$ cat src/mgut_pkg.sv
`default_nettype none
// ----------------------------------------------------------------------------
// mgut_pkg
// Shared types and constants for the motion-gated update trigger.
// ----------------------------------------------------------------------------
package mgut_pkg;

  localparam int MODE_BITS     = 2;
  localparam int RATE_BITS     = 24;
  localparam int HOLD_BITS     = 32;
  localparam int DIST_SQ_BITS  = 51;
  localparam int INTERVAL_BITS = 32;
  localparam int APB_DATA_BITS = 64;
  localparam int APB_ADDR_BITS = 6;
  localparam int REG_IDX_BITS  = 3;
  localparam int OUT_BITS      = 8;

  // turn rate limit out of reset, 2^23
  localparam logic [RATE_BITS-1:0] TURN_RATE_RST = 24'h800000;

  typedef enum logic [MODE_BITS-1:0] {
    MODE_ODOM       = 2'd0,
    MODE_SCAN_DONE  = 2'd1,
    MODE_TIME_CHECK = 2'd2,
    MODE_UNUSED     = 2'd3
  } mode_t;

  typedef enum logic [REG_IDX_BITS-1:0] {
    REG_MAX_TURN_RATE    = 3'd0,
    REG_IDLE_HOLD_MS     = 3'd1,
    REG_IDLE_EXIT_DIST   = 3'd2,
    REG_MIN_MOVE_DIST    = 3'd3,
    REG_MIN_TURN_ANGLE   = 3'd4,
    REG_MIN_SCAN_INTERVAL = 3'd5
  } reg_idx_t;

  // thresholds whose widths do not follow the module parameters
  typedef struct packed {
    logic [RATE_BITS-1:0]     max_turn_rate;
    logic [HOLD_BITS-1:0]     idle_hold_ms;
    logic [DIST_SQ_BITS-1:0]  idle_exit_dist_sq;
    logic [DIST_SQ_BITS-1:0]  min_move_dist_sq;
    logic [INTERVAL_BITS-1:0] min_scan_interval_ms;
  } cfg_t;

  // last member lands in bit 0
  typedef struct packed {
    logic awaiting_reference;
    logic time_elapsed;
    logic moved_enough;
    logic idle_now;
  } flags_t;

endpackage : mgut_pkg
`default_nettype wire

$ cat src/mgut_regs.sv
`default_nettype none
// ----------------------------------------------------------------------------
// mgut_regs
// APB register file holding the trigger thresholds.
// ----------------------------------------------------------------------------
module mgut_regs #(
  parameter int ANGLE_BITS = 16
) (
  input  wire logic                               clk,
  input  wire logic                               rst,
  input  wire logic                               psel,
  input  wire logic                               penable,
  input  wire logic                               pwrite,
  input  wire logic [mgut_pkg::APB_ADDR_BITS-1:0] paddr,
  input  wire logic [mgut_pkg::APB_DATA_BITS-1:0] pwdata,
  output logic      [mgut_pkg::APB_DATA_BITS-1:0] prdata,
  output logic                                    pready,
  output mgut_pkg::cfg_t                          cfg,
  output logic      [ANGLE_BITS-1:0]              min_turn_angle
);
  import mgut_pkg::*;

  reg_idx_t idx;
  logic     wr_en;

  assign idx    = reg_idx_t'(paddr[APB_ADDR_BITS-1:APB_ADDR_BITS-REG_IDX_BITS]);
  assign pready = 1'b1;
  assign wr_en  = psel & penable & pwrite & pready;

  always_ff @(posedge clk) begin
    if (rst) begin
      cfg.max_turn_rate        <= TURN_RATE_RST;
      cfg.idle_hold_ms         <= '0;
      cfg.idle_exit_dist_sq    <= '0;
      cfg.min_move_dist_sq     <= '0;
      cfg.min_scan_interval_ms <= '0;
      min_turn_angle           <= '0;
    end else if (wr_en) begin
      case (idx)
        REG_MAX_TURN_RATE:     cfg.max_turn_rate        <= pwdata[RATE_BITS-1:0];
        REG_IDLE_HOLD_MS:      cfg.idle_hold_ms         <= pwdata[HOLD_BITS-1:0];
        REG_IDLE_EXIT_DIST:    cfg.idle_exit_dist_sq    <= pwdata[DIST_SQ_BITS-1:0];
        REG_MIN_MOVE_DIST:     cfg.min_move_dist_sq     <= pwdata[DIST_SQ_BITS-1:0];
        REG_MIN_TURN_ANGLE:    min_turn_angle           <= pwdata[ANGLE_BITS-1:0];
        REG_MIN_SCAN_INTERVAL: cfg.min_scan_interval_ms <= pwdata[INTERVAL_BITS-1:0];
        default: begin
        end
      endcase
    end
  end

  always_comb begin
    prdata = '0;
    case (idx)
      REG_MAX_TURN_RATE:     prdata[RATE_BITS-1:0]     = cfg.max_turn_rate;
      REG_IDLE_HOLD_MS:      prdata[HOLD_BITS-1:0]     = cfg.idle_hold_ms;
      REG_IDLE_EXIT_DIST:    prdata[DIST_SQ_BITS-1:0]  = cfg.idle_exit_dist_sq;
      REG_MIN_MOVE_DIST:     prdata[DIST_SQ_BITS-1:0]  = cfg.min_move_dist_sq;
      REG_MIN_TURN_ANGLE:    prdata[ANGLE_BITS-1:0]    = min_turn_angle;
      REG_MIN_SCAN_INTERVAL: prdata[INTERVAL_BITS-1:0] = cfg.min_scan_interval_ms;
      default:               prdata = '0;
    endcase
  end

endmodule : mgut_regs
`default_nettype wire

$ cat src/mgut_core.sv
`default_nettype none
// ----------------------------------------------------------------------------
// mgut_core
// Trigger state and its combinational next-state logic for one registered word.
// ----------------------------------------------------------------------------
module mgut_core #(
  parameter int POS_BITS   = 24,
  parameter int TIME_BITS  = 32,
  parameter int ANGLE_BITS = 16
) (
  input  wire logic                                clk,
  input  wire logic                                rst,
  input  wire logic                                fire,
  input  wire logic [mgut_pkg::MODE_BITS-1:0]      mode,
  input  wire logic [TIME_BITS-1:0]                time_ms,
  input  wire logic signed [POS_BITS-1:0]          pos_x_mm,
  input  wire logic signed [POS_BITS-1:0]          pos_y_mm,
  input  wire logic [ANGLE_BITS-1:0]               yaw_angle,
  input  wire logic signed [mgut_pkg::RATE_BITS-1:0] yaw_rate,
  input  wire mgut_pkg::cfg_t                      cfg,
  input  wire logic [ANGLE_BITS-1:0]               min_turn_angle,
  output mgut_pkg::flags_t                         flags_next
);
  import mgut_pkg::*;

  localparam int SQ_BITS   = 2 * POS_BITS + 1;
  localparam int CMP_BITS  = (SQ_BITS > DIST_SQ_BITS) ? SQ_BITS : DIST_SQ_BITS;
  localparam int TW_BITS   = (TIME_BITS > HOLD_BITS) ? TIME_BITS : HOLD_BITS;
  localparam int IV_BITS   = (TIME_BITS > INTERVAL_BITS) ? TIME_BITS : INTERVAL_BITS;

  // state
  logic                        idle_flag;
  logic [TIME_BITS:0]          idle_end_time;
  logic signed [POS_BITS-1:0]  idle_ref_x;
  logic signed [POS_BITS-1:0]  idle_ref_y;
  logic signed [POS_BITS-1:0]  ref_x;
  logic signed [POS_BITS-1:0]  ref_y;
  logic [ANGLE_BITS-1:0]       ref_yaw;
  logic                        need_reference;
  logic                        moved_flag;
  logic                        elapsed_flag;
  logic [TIME_BITS-1:0]        last_scan_time;

  logic                        idle_flag_next;
  logic [TIME_BITS:0]          idle_end_time_next;
  logic                        idle_ref_load;
  logic                        ref_load;
  logic                        need_reference_next;
  logic                        moved_flag_next;
  logic                        elapsed_flag_next;
  logic [TIME_BITS-1:0]        last_scan_time_next;

  mode_t                       mode_c;
  logic [RATE_BITS-1:0]        rate_abs;
  logic                        fast_turn;

  // one shared squared-distance unit, reference picked by idle state
  logic signed [POS_BITS-1:0]  cmp_x;
  logic signed [POS_BITS-1:0]  cmp_y;
  logic signed [POS_BITS:0]    diff_x;
  logic signed [POS_BITS:0]    diff_y;
  logic [POS_BITS-1:0]         abs_x;
  logic [POS_BITS-1:0]         abs_y;
  logic [2*POS_BITS-1:0]       sq_x;
  logic [2*POS_BITS-1:0]       sq_y;
  logic [SQ_BITS-1:0]          dist_sq;
  logic [DIST_SQ_BITS-1:0]     dist_limit;
  logic                        dist_reached;

  logic [ANGLE_BITS-1:0]       yaw_d;
  logic [ANGLE_BITS:0]         yaw_d_ext;
  logic [ANGLE_BITS:0]         yaw_d_rev;
  logic [ANGLE_BITS:0]         turn;

  logic [TW_BITS:0]            end_sum;
  logic [TIME_BITS-1:0]        since_scan;
  logic                        interval_met;
  logic                        idle_exit_ok;

  assign mode_c    = mode_t'(mode);
  assign rate_abs  = yaw_rate[RATE_BITS-1] ? RATE_BITS'(-yaw_rate) : RATE_BITS'(yaw_rate);
  assign fast_turn = rate_abs >= cfg.max_turn_rate;

  assign cmp_x  = idle_flag ? idle_ref_x : ref_x;
  assign cmp_y  = idle_flag ? idle_ref_y : ref_y;
  assign diff_x = {pos_x_mm[POS_BITS-1], pos_x_mm} - {cmp_x[POS_BITS-1], cmp_x};
  assign diff_y = {pos_y_mm[POS_BITS-1], pos_y_mm} - {cmp_y[POS_BITS-1], cmp_y};
  assign abs_x  = diff_x[POS_BITS] ? POS_BITS'(-diff_x) : diff_x[POS_BITS-1:0];
  assign abs_y  = diff_y[POS_BITS] ? POS_BITS'(-diff_y) : diff_y[POS_BITS-1:0];
  assign sq_x   = abs_x * abs_x;
  assign sq_y   = abs_y * abs_y;
  assign dist_sq = {1'b0, sq_x} + {1'b0, sq_y};
  assign dist_limit   = idle_flag ? cfg.idle_exit_dist_sq : cfg.min_move_dist_sq;
  assign dist_reached = CMP_BITS'(dist_sq) >= CMP_BITS'(dist_limit);

  // wrapped heading change, half turn counts in full
  assign yaw_d     = ref_yaw - yaw_angle;
  assign yaw_d_ext = {1'b0, yaw_d};
  assign yaw_d_rev = {1'b1, {ANGLE_BITS{1'b0}}} - yaw_d_ext;
  assign turn      = (yaw_d_ext <= yaw_d_rev) ? yaw_d_ext : yaw_d_rev;

  assign end_sum      = (TW_BITS+1)'(time_ms) + (TW_BITS+1)'(cfg.idle_hold_ms);
  assign since_scan   = time_ms - last_scan_time;
  assign interval_met = (time_ms >= last_scan_time) &&
                        (IV_BITS'(since_scan) >= IV_BITS'(cfg.min_scan_interval_ms));
  assign idle_exit_ok = ({1'b0, time_ms} > idle_end_time) && dist_reached;

  always_comb begin
    idle_flag_next      = idle_flag;
    idle_end_time_next  = idle_end_time;
    idle_ref_load       = 1'b0;
    ref_load            = 1'b0;
    need_reference_next = need_reference;
    moved_flag_next     = moved_flag;
    elapsed_flag_next   = elapsed_flag;
    last_scan_time_next = last_scan_time;
    case (mode_c)
      MODE_ODOM: begin
        if (fast_turn) begin
          idle_flag_next      = 1'b1;
          idle_end_time_next  = end_sum[TIME_BITS:0];
          idle_ref_load       = 1'b1;
          last_scan_time_next = time_ms;
          elapsed_flag_next   = 1'b0;
          need_reference_next = 1'b1;
          moved_flag_next     = 1'b0;
        end else if (idle_flag) begin
          if (idle_exit_ok) begin
            idle_flag_next      = 1'b0;
            last_scan_time_next = time_ms;
            elapsed_flag_next   = 1'b0;
            need_reference_next = 1'b1;
            moved_flag_next     = 1'b0;
          end
        end else if (need_reference) begin
          ref_load            = 1'b1;
          need_reference_next = 1'b0;
        end else if (!moved_flag) begin
          if (dist_reached || ({1'b0, turn} >= {2'b00, min_turn_angle})) begin
            moved_flag_next = 1'b1;
          end
        end
      end
      MODE_SCAN_DONE: begin
        last_scan_time_next = time_ms;
        elapsed_flag_next   = 1'b0;
        need_reference_next = 1'b1;
        moved_flag_next     = 1'b0;
      end
      MODE_TIME_CHECK: begin
        if (!elapsed_flag && interval_met) begin
          elapsed_flag_next = 1'b1;
        end
      end
      default: begin
      end
    endcase

    flags_next.idle_now           = idle_flag_next;
    flags_next.moved_enough       = moved_flag_next;
    flags_next.time_elapsed       = elapsed_flag_next;
    flags_next.awaiting_reference = need_reference_next;
  end

  always_ff @(posedge clk) begin
    if (rst) begin
      idle_flag      <= 1'b0;
      idle_end_time  <= '0;
      idle_ref_x     <= '0;
      idle_ref_y     <= '0;
      ref_x          <= '0;
      ref_y          <= '0;
      ref_yaw        <= '0;
      need_reference <= 1'b1;
      moved_flag     <= 1'b0;
      elapsed_flag   <= 1'b0;
      last_scan_time <= '0;
    end else if (fire) begin
      idle_flag      <= idle_flag_next;
      idle_end_time  <= idle_end_time_next;
      need_reference <= need_reference_next;
      moved_flag     <= moved_flag_next;
      elapsed_flag   <= elapsed_flag_next;
      last_scan_time <= last_scan_time_next;
      if (idle_ref_load) begin
        idle_ref_x <= pos_x_mm;
        idle_ref_y <= pos_y_mm;
      end
      if (ref_load) begin
        ref_x   <= pos_x_mm;
        ref_y   <= pos_y_mm;
        ref_yaw <= yaw_angle;
      end
    end
  end

endmodule : mgut_core
`default_nettype wire

$ cat src/motion_gated_update_trigger_top.sv
`default_nettype none
// ----------------------------------------------------------------------------
// motion_gated_update_trigger_top
// Decides when a new scan may be processed from odometry, scan-done and
// time-check words; reports idle, moved, elapsed and reference flags.
//
//   channel  dir  handshake          contents
//   s_*      in   s_tvalid/s_tready  tuser mode, tdata time/pose/yaw/rate
//   m_*      out  m_tvalid/m_tready  tdata four status flags
//   apb      in   psel/penable       six threshold registers at 8*i
//
// One word per cycle unless the output stalls: an input register, one pass of
// compare logic with two squarings, and an output register. A flag word is
// registered, and the state updated, as its word leaves the input register.
// A stalled output holds the input register; s_tready drops only while both
// stages are full and m_tready is low. rst is synchronous and clears the valid
// bits, the thresholds and the trigger state.
module motion_gated_update_trigger_top #(
  parameter int POS_BITS   = 24,
  parameter int TIME_BITS  = 32,
  parameter int ANGLE_BITS = 16
) (
  input  wire logic                                clk,
  input  wire logic                                rst,
  input  wire logic                                s_tvalid,
  output logic                                     s_tready,
  // time_ms, pos_x_mm, pos_y_mm, yaw_angle, yaw_rate (lowest bit up)
  input  wire logic [8*((TIME_BITS+2*POS_BITS+ANGLE_BITS+mgut_pkg::RATE_BITS+7)/8)-1:0]
                                                   s_tdata,
  // mode
  input  wire logic [mgut_pkg::MODE_BITS-1:0]      s_tuser,
  output logic                                     m_tvalid,
  input  wire logic                                m_tready,
  // idle_now, moved_enough, time_elapsed, awaiting_reference (lowest bit up)
  output logic [mgut_pkg::OUT_BITS-1:0]            m_tdata,
  input  wire logic                                psel,
  input  wire logic                                penable,
  input  wire logic                                pwrite,
  input  wire logic [mgut_pkg::APB_ADDR_BITS-1:0]  paddr,
  input  wire logic [mgut_pkg::APB_DATA_BITS-1:0]  pwdata,
  output logic      [mgut_pkg::APB_DATA_BITS-1:0]  prdata,
  output logic                                     pready
);
  import mgut_pkg::*;

  localparam int X_LSB    = TIME_BITS;
  localparam int Y_LSB    = X_LSB + POS_BITS;
  localparam int YAW_LSB  = Y_LSB + POS_BITS;
  localparam int RATE_LSB = YAW_LSB + ANGLE_BITS;

  cfg_t                          cfg;
  logic [ANGLE_BITS-1:0]         min_turn_angle;
  flags_t                        flags_next;

  // input register
  logic                          in_valid;
  logic [MODE_BITS-1:0]          in_mode;
  logic [TIME_BITS-1:0]          in_time;
  logic signed [POS_BITS-1:0]    in_x;
  logic signed [POS_BITS-1:0]    in_y;
  logic [ANGLE_BITS-1:0]         in_yaw;
  logic signed [RATE_BITS-1:0]   in_rate;

  logic                          advance;
  logic                          s_fire;

  assign advance  = in_valid && (!m_tvalid || m_tready);
  assign s_tready = !in_valid || advance;
  assign s_fire   = s_tvalid && s_tready;

  always_ff @(posedge clk) begin
    if (rst) begin
      in_valid <= 1'b0;
    end else if (s_tready) begin
      in_valid <= s_tvalid;
    end
  end

  always_ff @(posedge clk) begin
    if (s_fire) begin
      in_mode <= s_tuser;
      in_time <= s_tdata[TIME_BITS-1:0];
      in_x    <= s_tdata[X_LSB +: POS_BITS];
      in_y    <= s_tdata[Y_LSB +: POS_BITS];
      in_yaw  <= s_tdata[YAW_LSB +: ANGLE_BITS];
      in_rate <= s_tdata[RATE_LSB +: RATE_BITS];
    end
  end

  mgut_regs #(
    .ANGLE_BITS(ANGLE_BITS)
  ) u_regs (
    .clk           (clk),
    .rst           (rst),
    .psel          (psel),
    .penable       (penable),
    .pwrite        (pwrite),
    .paddr         (paddr),
    .pwdata        (pwdata),
    .prdata        (prdata),
    .pready        (pready),
    .cfg           (cfg),
    .min_turn_angle(min_turn_angle)
  );

  mgut_core #(
    .POS_BITS  (POS_BITS),
    .TIME_BITS (TIME_BITS),
    .ANGLE_BITS(ANGLE_BITS)
  ) u_core (
    .clk           (clk),
    .rst           (rst),
    .fire          (advance),
    .mode          (in_mode),
    .time_ms       (in_time),
    .pos_x_mm      (in_x),
    .pos_y_mm      (in_y),
    .yaw_angle     (in_yaw),
    .yaw_rate      (in_rate),
    .cfg           (cfg),
    .min_turn_angle(min_turn_angle),
    .flags_next    (flags_next)
  );

  // output register
  always_ff @(posedge clk) begin
    if (rst) begin
      m_tvalid <= 1'b0;
    end else if (advance) begin
      m_tvalid <= 1'b1;
    end else if (m_tready) begin
      m_tvalid <= 1'b0;
    end
  end

  always_ff @(posedge clk) begin
    if (advance) begin
      m_tdata <= OUT_BITS'(flags_next);
    end
  end

endmodule : motion_gated_update_trigger_top
`default_nettype wire
$ cat config.mk
export PLATFORM = sky130hd
export DESIGN_NAME = motion_gated_update_trigger_top
export DESIGN_NICKNAME = d
export VERILOG_FILES = /design/src/mgut_pkg.sv /design/src/mgut_regs.sv /design/src/mgut_core.sv /design/src/motion_gated_update_trigger_top.sv
export SDC_FILE = /design/constraint.sdc
export NUM_CORES = 2
export LEC_CHECK = 0
export BUFFER_PORTS_ARGS = -buffer_cell sky130_fd_sc_hd__buf_4
export CAP_MARGIN = 20
export CELL_PAD_IN_SITES_DETAIL_PLACEMENT = 0
export CELL_PAD_IN_SITES_GLOBAL_PLACEMENT = 1
export CORE_MARGIN = 4
export CORE_UTILIZATION = 50
export DETAILED_ROUTE_END_ITERATION = 6
export PLACE_DENSITY = 0.95
export SLEW_MARGIN = 20
export SYNTH_ARGS = -nofsm -noshare
export SYNTH_HDL_FRONTEND = slang
export SYNTH_HIERARCHICAL = 1
export SYNTH_SLANG_ARGS = --single-unit
export TNS_END_PERCENT = 5
$ cat constraint.sdc
create_clock -name clk -period 17.1 [get_ports clk]
set_input_delay 0 -clock clk [delete_from_list [all_inputs] [get_ports clk]]
set_output_delay 0 -clock clk [all_outputs]
set_load 0.05 [all_outputs]
==> results.cfg <==
[status]
status = finished clean

[clock_network]
cts_buffer_depth = 3
cts_resized = 0
cts_hold_buf = 179
cts.htree.levels = 2
cts.sinks = 515
cts_tree = built
numCtsBuffers = 53
clk_pin_slew_ns = 0.06
cts_setup_buffers = 0
cts-root-buf = clkbuf_16
worstSkewPairLatency_ns = 0.65

[drt]
drc = 0
vias = 51484
wl_per_cell_um = 20.3
drt_iter0_drc = 4167
postRouteAntennaNets = 0
totalWireLength_mm = 188
first_pass_iters = 5
viasPerCell = 5.55

[sta]
whs_ns = 0.0670
min_period_ns = 15.97
fmax_ghz = 0.0626
rsz0062_at_grt = false
setup-violations-final = 0
worst_slack_ns = 1.13
fin_crit_sh_pct = 93.4
clock-skew-final_ns = 0.0294
worst_pin_slew_ns = 1.20
final_max_slew_viol_count = 0
finalSetupTns_ns = 0
slew_headroom_pct = 20.0
hold_viol_final = 0

[global_route]
grt-ovfl-total = 0
grt_pass1_wl_mm = 300
grt_max_degree = 251
grt_util_all_layers_pct = 27.8
grt_pass1_vias = 53695
antenna_found_initial = 2

[cells_and_area]
finish.net_count = 9250
final_layout_size_suffix_gt1_share_pct = 7.52
syn2layout_area_growth_pct = 10.7
fillers = 11152
fin_area_um2 = 72400
final_common_cell = inv_1
final_cell_mix = inv_1, fa_1, nand2_1

[synth]
avgSynthCellArea_um2 = 9.07
syn_inst = 7208
yosysWarnings = 6
synthFlopType = dfxtp_1
syn-cell-area_um2 = 65400
synth_seq_area_share_pct = 17.7
ys_types = 121
synthTopCellsByArea = fa_1, dfxtp_1, ha_1, inv_1, edfxtp_1
ys_seq_elements = 515
synth_edf_count = 126
synth_top_cell_area_share_pct = 28.9
synthArstFlopShare_pct = 0
synth_largest_area_cell = fa_1

[critical_path]
worstSetupPathType = flop to flop
cpLargestDelayFamily = adder cells
critPathMaxStageDelay_ns = 0.60
start_kind = flop
timing.rr.start = u_core/idle_flag$_SDFFE_PP0P_
cp_max_fo = 33
crit_arrival_ns = 16.46
cp.buffers_inverters = 10
cp_common_cell = fa_1
cp-startpoint = u_core/idle_flag$_SDFFE_PP0P_
worstPathRequired_ns = 17.59
end_kind = flop
slowest_stage = dfxtp_4

[floorplan]
die_x_um = 370
die-area_um2 = 137000
initial_core_util_pct = 50.4
ioPinCount = 274
coreArea_um2 = 130000
die_h_um = 370
rows = 132

[place]
place_hpwl_mm = 151
portBuffers = 239
pre_cts_slack_ns = 1.33
gp_congestion = 0.983
placed_cell_area_um2 = 68900

[hold_path]
hp-start = s_tdata[21]
hp-class = input pin to flop

[run]
cap_violations = 0
==> final timing paths <==
kind                            cells past startpoint                                    end  slack, ns
worst min-delay path                                2                  in_time[21]$_DFFE_PP_       0.07
worst max register to register                     56  u_core/last_scan_time[9]$_SDFFE_PP0P_       1.13
worst min register to register                      2           u_core/ref_y[1]$_SDFFE_PP0P_       0.45
worst max-delay path                               56  u_core/last_scan_time[9]$_SDFFE_PP0P_       1.13
==> layout make-up <==
class | count | area [µm²] | area share (%)
Tap cell | 1742 | 2180 | 3.01
Clock buffer | 68 | 1470 | 2.04
Timing Repair Buffer | 514 | 4360 | 6.02
Multi-Input combinational cell | 5015 | 47300 | 65.4
Antenna cell | 2 | 5.00 | 0.00691
Inverter | 1392 | 5230 | 7.22
Clock inverter | 31 | 251 | 0.347
Sequential cell | 515 | 11600 | 16.0
==> routing by layer <==
metal / global-route usage, % / vias to the layer above / part of all wire [%]
met2: 44.9 / 2046 / 46
met4: 11.7 / 0 / 5.0
li1: - / 23640 / -
met5: 0 / - / 0
met3: 4.98 / 417 / 7.9
met1: 36.8 / 25381 / 41
==> state kept, by name (all words and copies together) (netlist names), 2 cells and up <==
register,flops
in_x,24
u_core/idle_ref_y,24
in_mode,2
u_core/ref_x,24
m_tdata,4
in_y,24
u_core/idle_end_time,33
u_regs/min_turn_angle,16
in_rate,24
u_core/last_scan_time,32
u_regs/cfg,190
in_time,32
in_yaw,16
u_core/idle_ref_x,24
u_core/ref_yaw,16
u_core/ref_y,24
==> logic make-up (layout without fill, tap and decap cells) <==
logic type                 count (synthesis)  count (layout)  share of synthesized area [%]
buffers and inverters                   1693            2005                           10.1
muxes                                    338             338                           5.30
and+or+nand+nor                         1806            1806                           12.9
AOI/OAI and AO/OA                       1076            1076                           10.3
xor gates and xnor gates                 217             217                           3.02
other                                      3              20                         0.0172
DFF                                      515             515                           17.7
adders and majority gates               1560            1560                           40.7
==> per-stage QoR <==
stage               cells  utilization (%)
floorplan            7223                -
global placement     8998             53.1
detailed placement   8999             53.1
CTS                  9277             55.9
global route         9278             55.9
finish               9279             55.9
==> cell usage after synthesis, drive strengths merged (28+ instances only) <==
master,count
nor3,47
mux2,44
nor2,478
o21ai,234
inv,1389
dfxtp,389
nand3,154
xnor2,155
fa,943
a21oi,401
clkbuf,184
edfxtp,126
mux2i,294
nand2b,222
xor2,61
a21o,144
nor2b,40
nand2,659
ha,617
nand4,39
buf,117
o21a,28
==> worst register-to-register path, delay by kind of cell (launching register included) <==
kind | cells | cell delay [ns]
buf+inv | 10 | 1.51
mux | 2 | 0.73
flops | 1 | 0.60
xor+xnor | 2 | 0.29
compound gates | 22 | 5.48
simple gates | 7 | 1.37
fa+ha+maj | 13 | 5.88
Power is left out: the tool's default activity adds up to more than one toggle a clock period on the data nets, which glitch-free logic cannot reach.
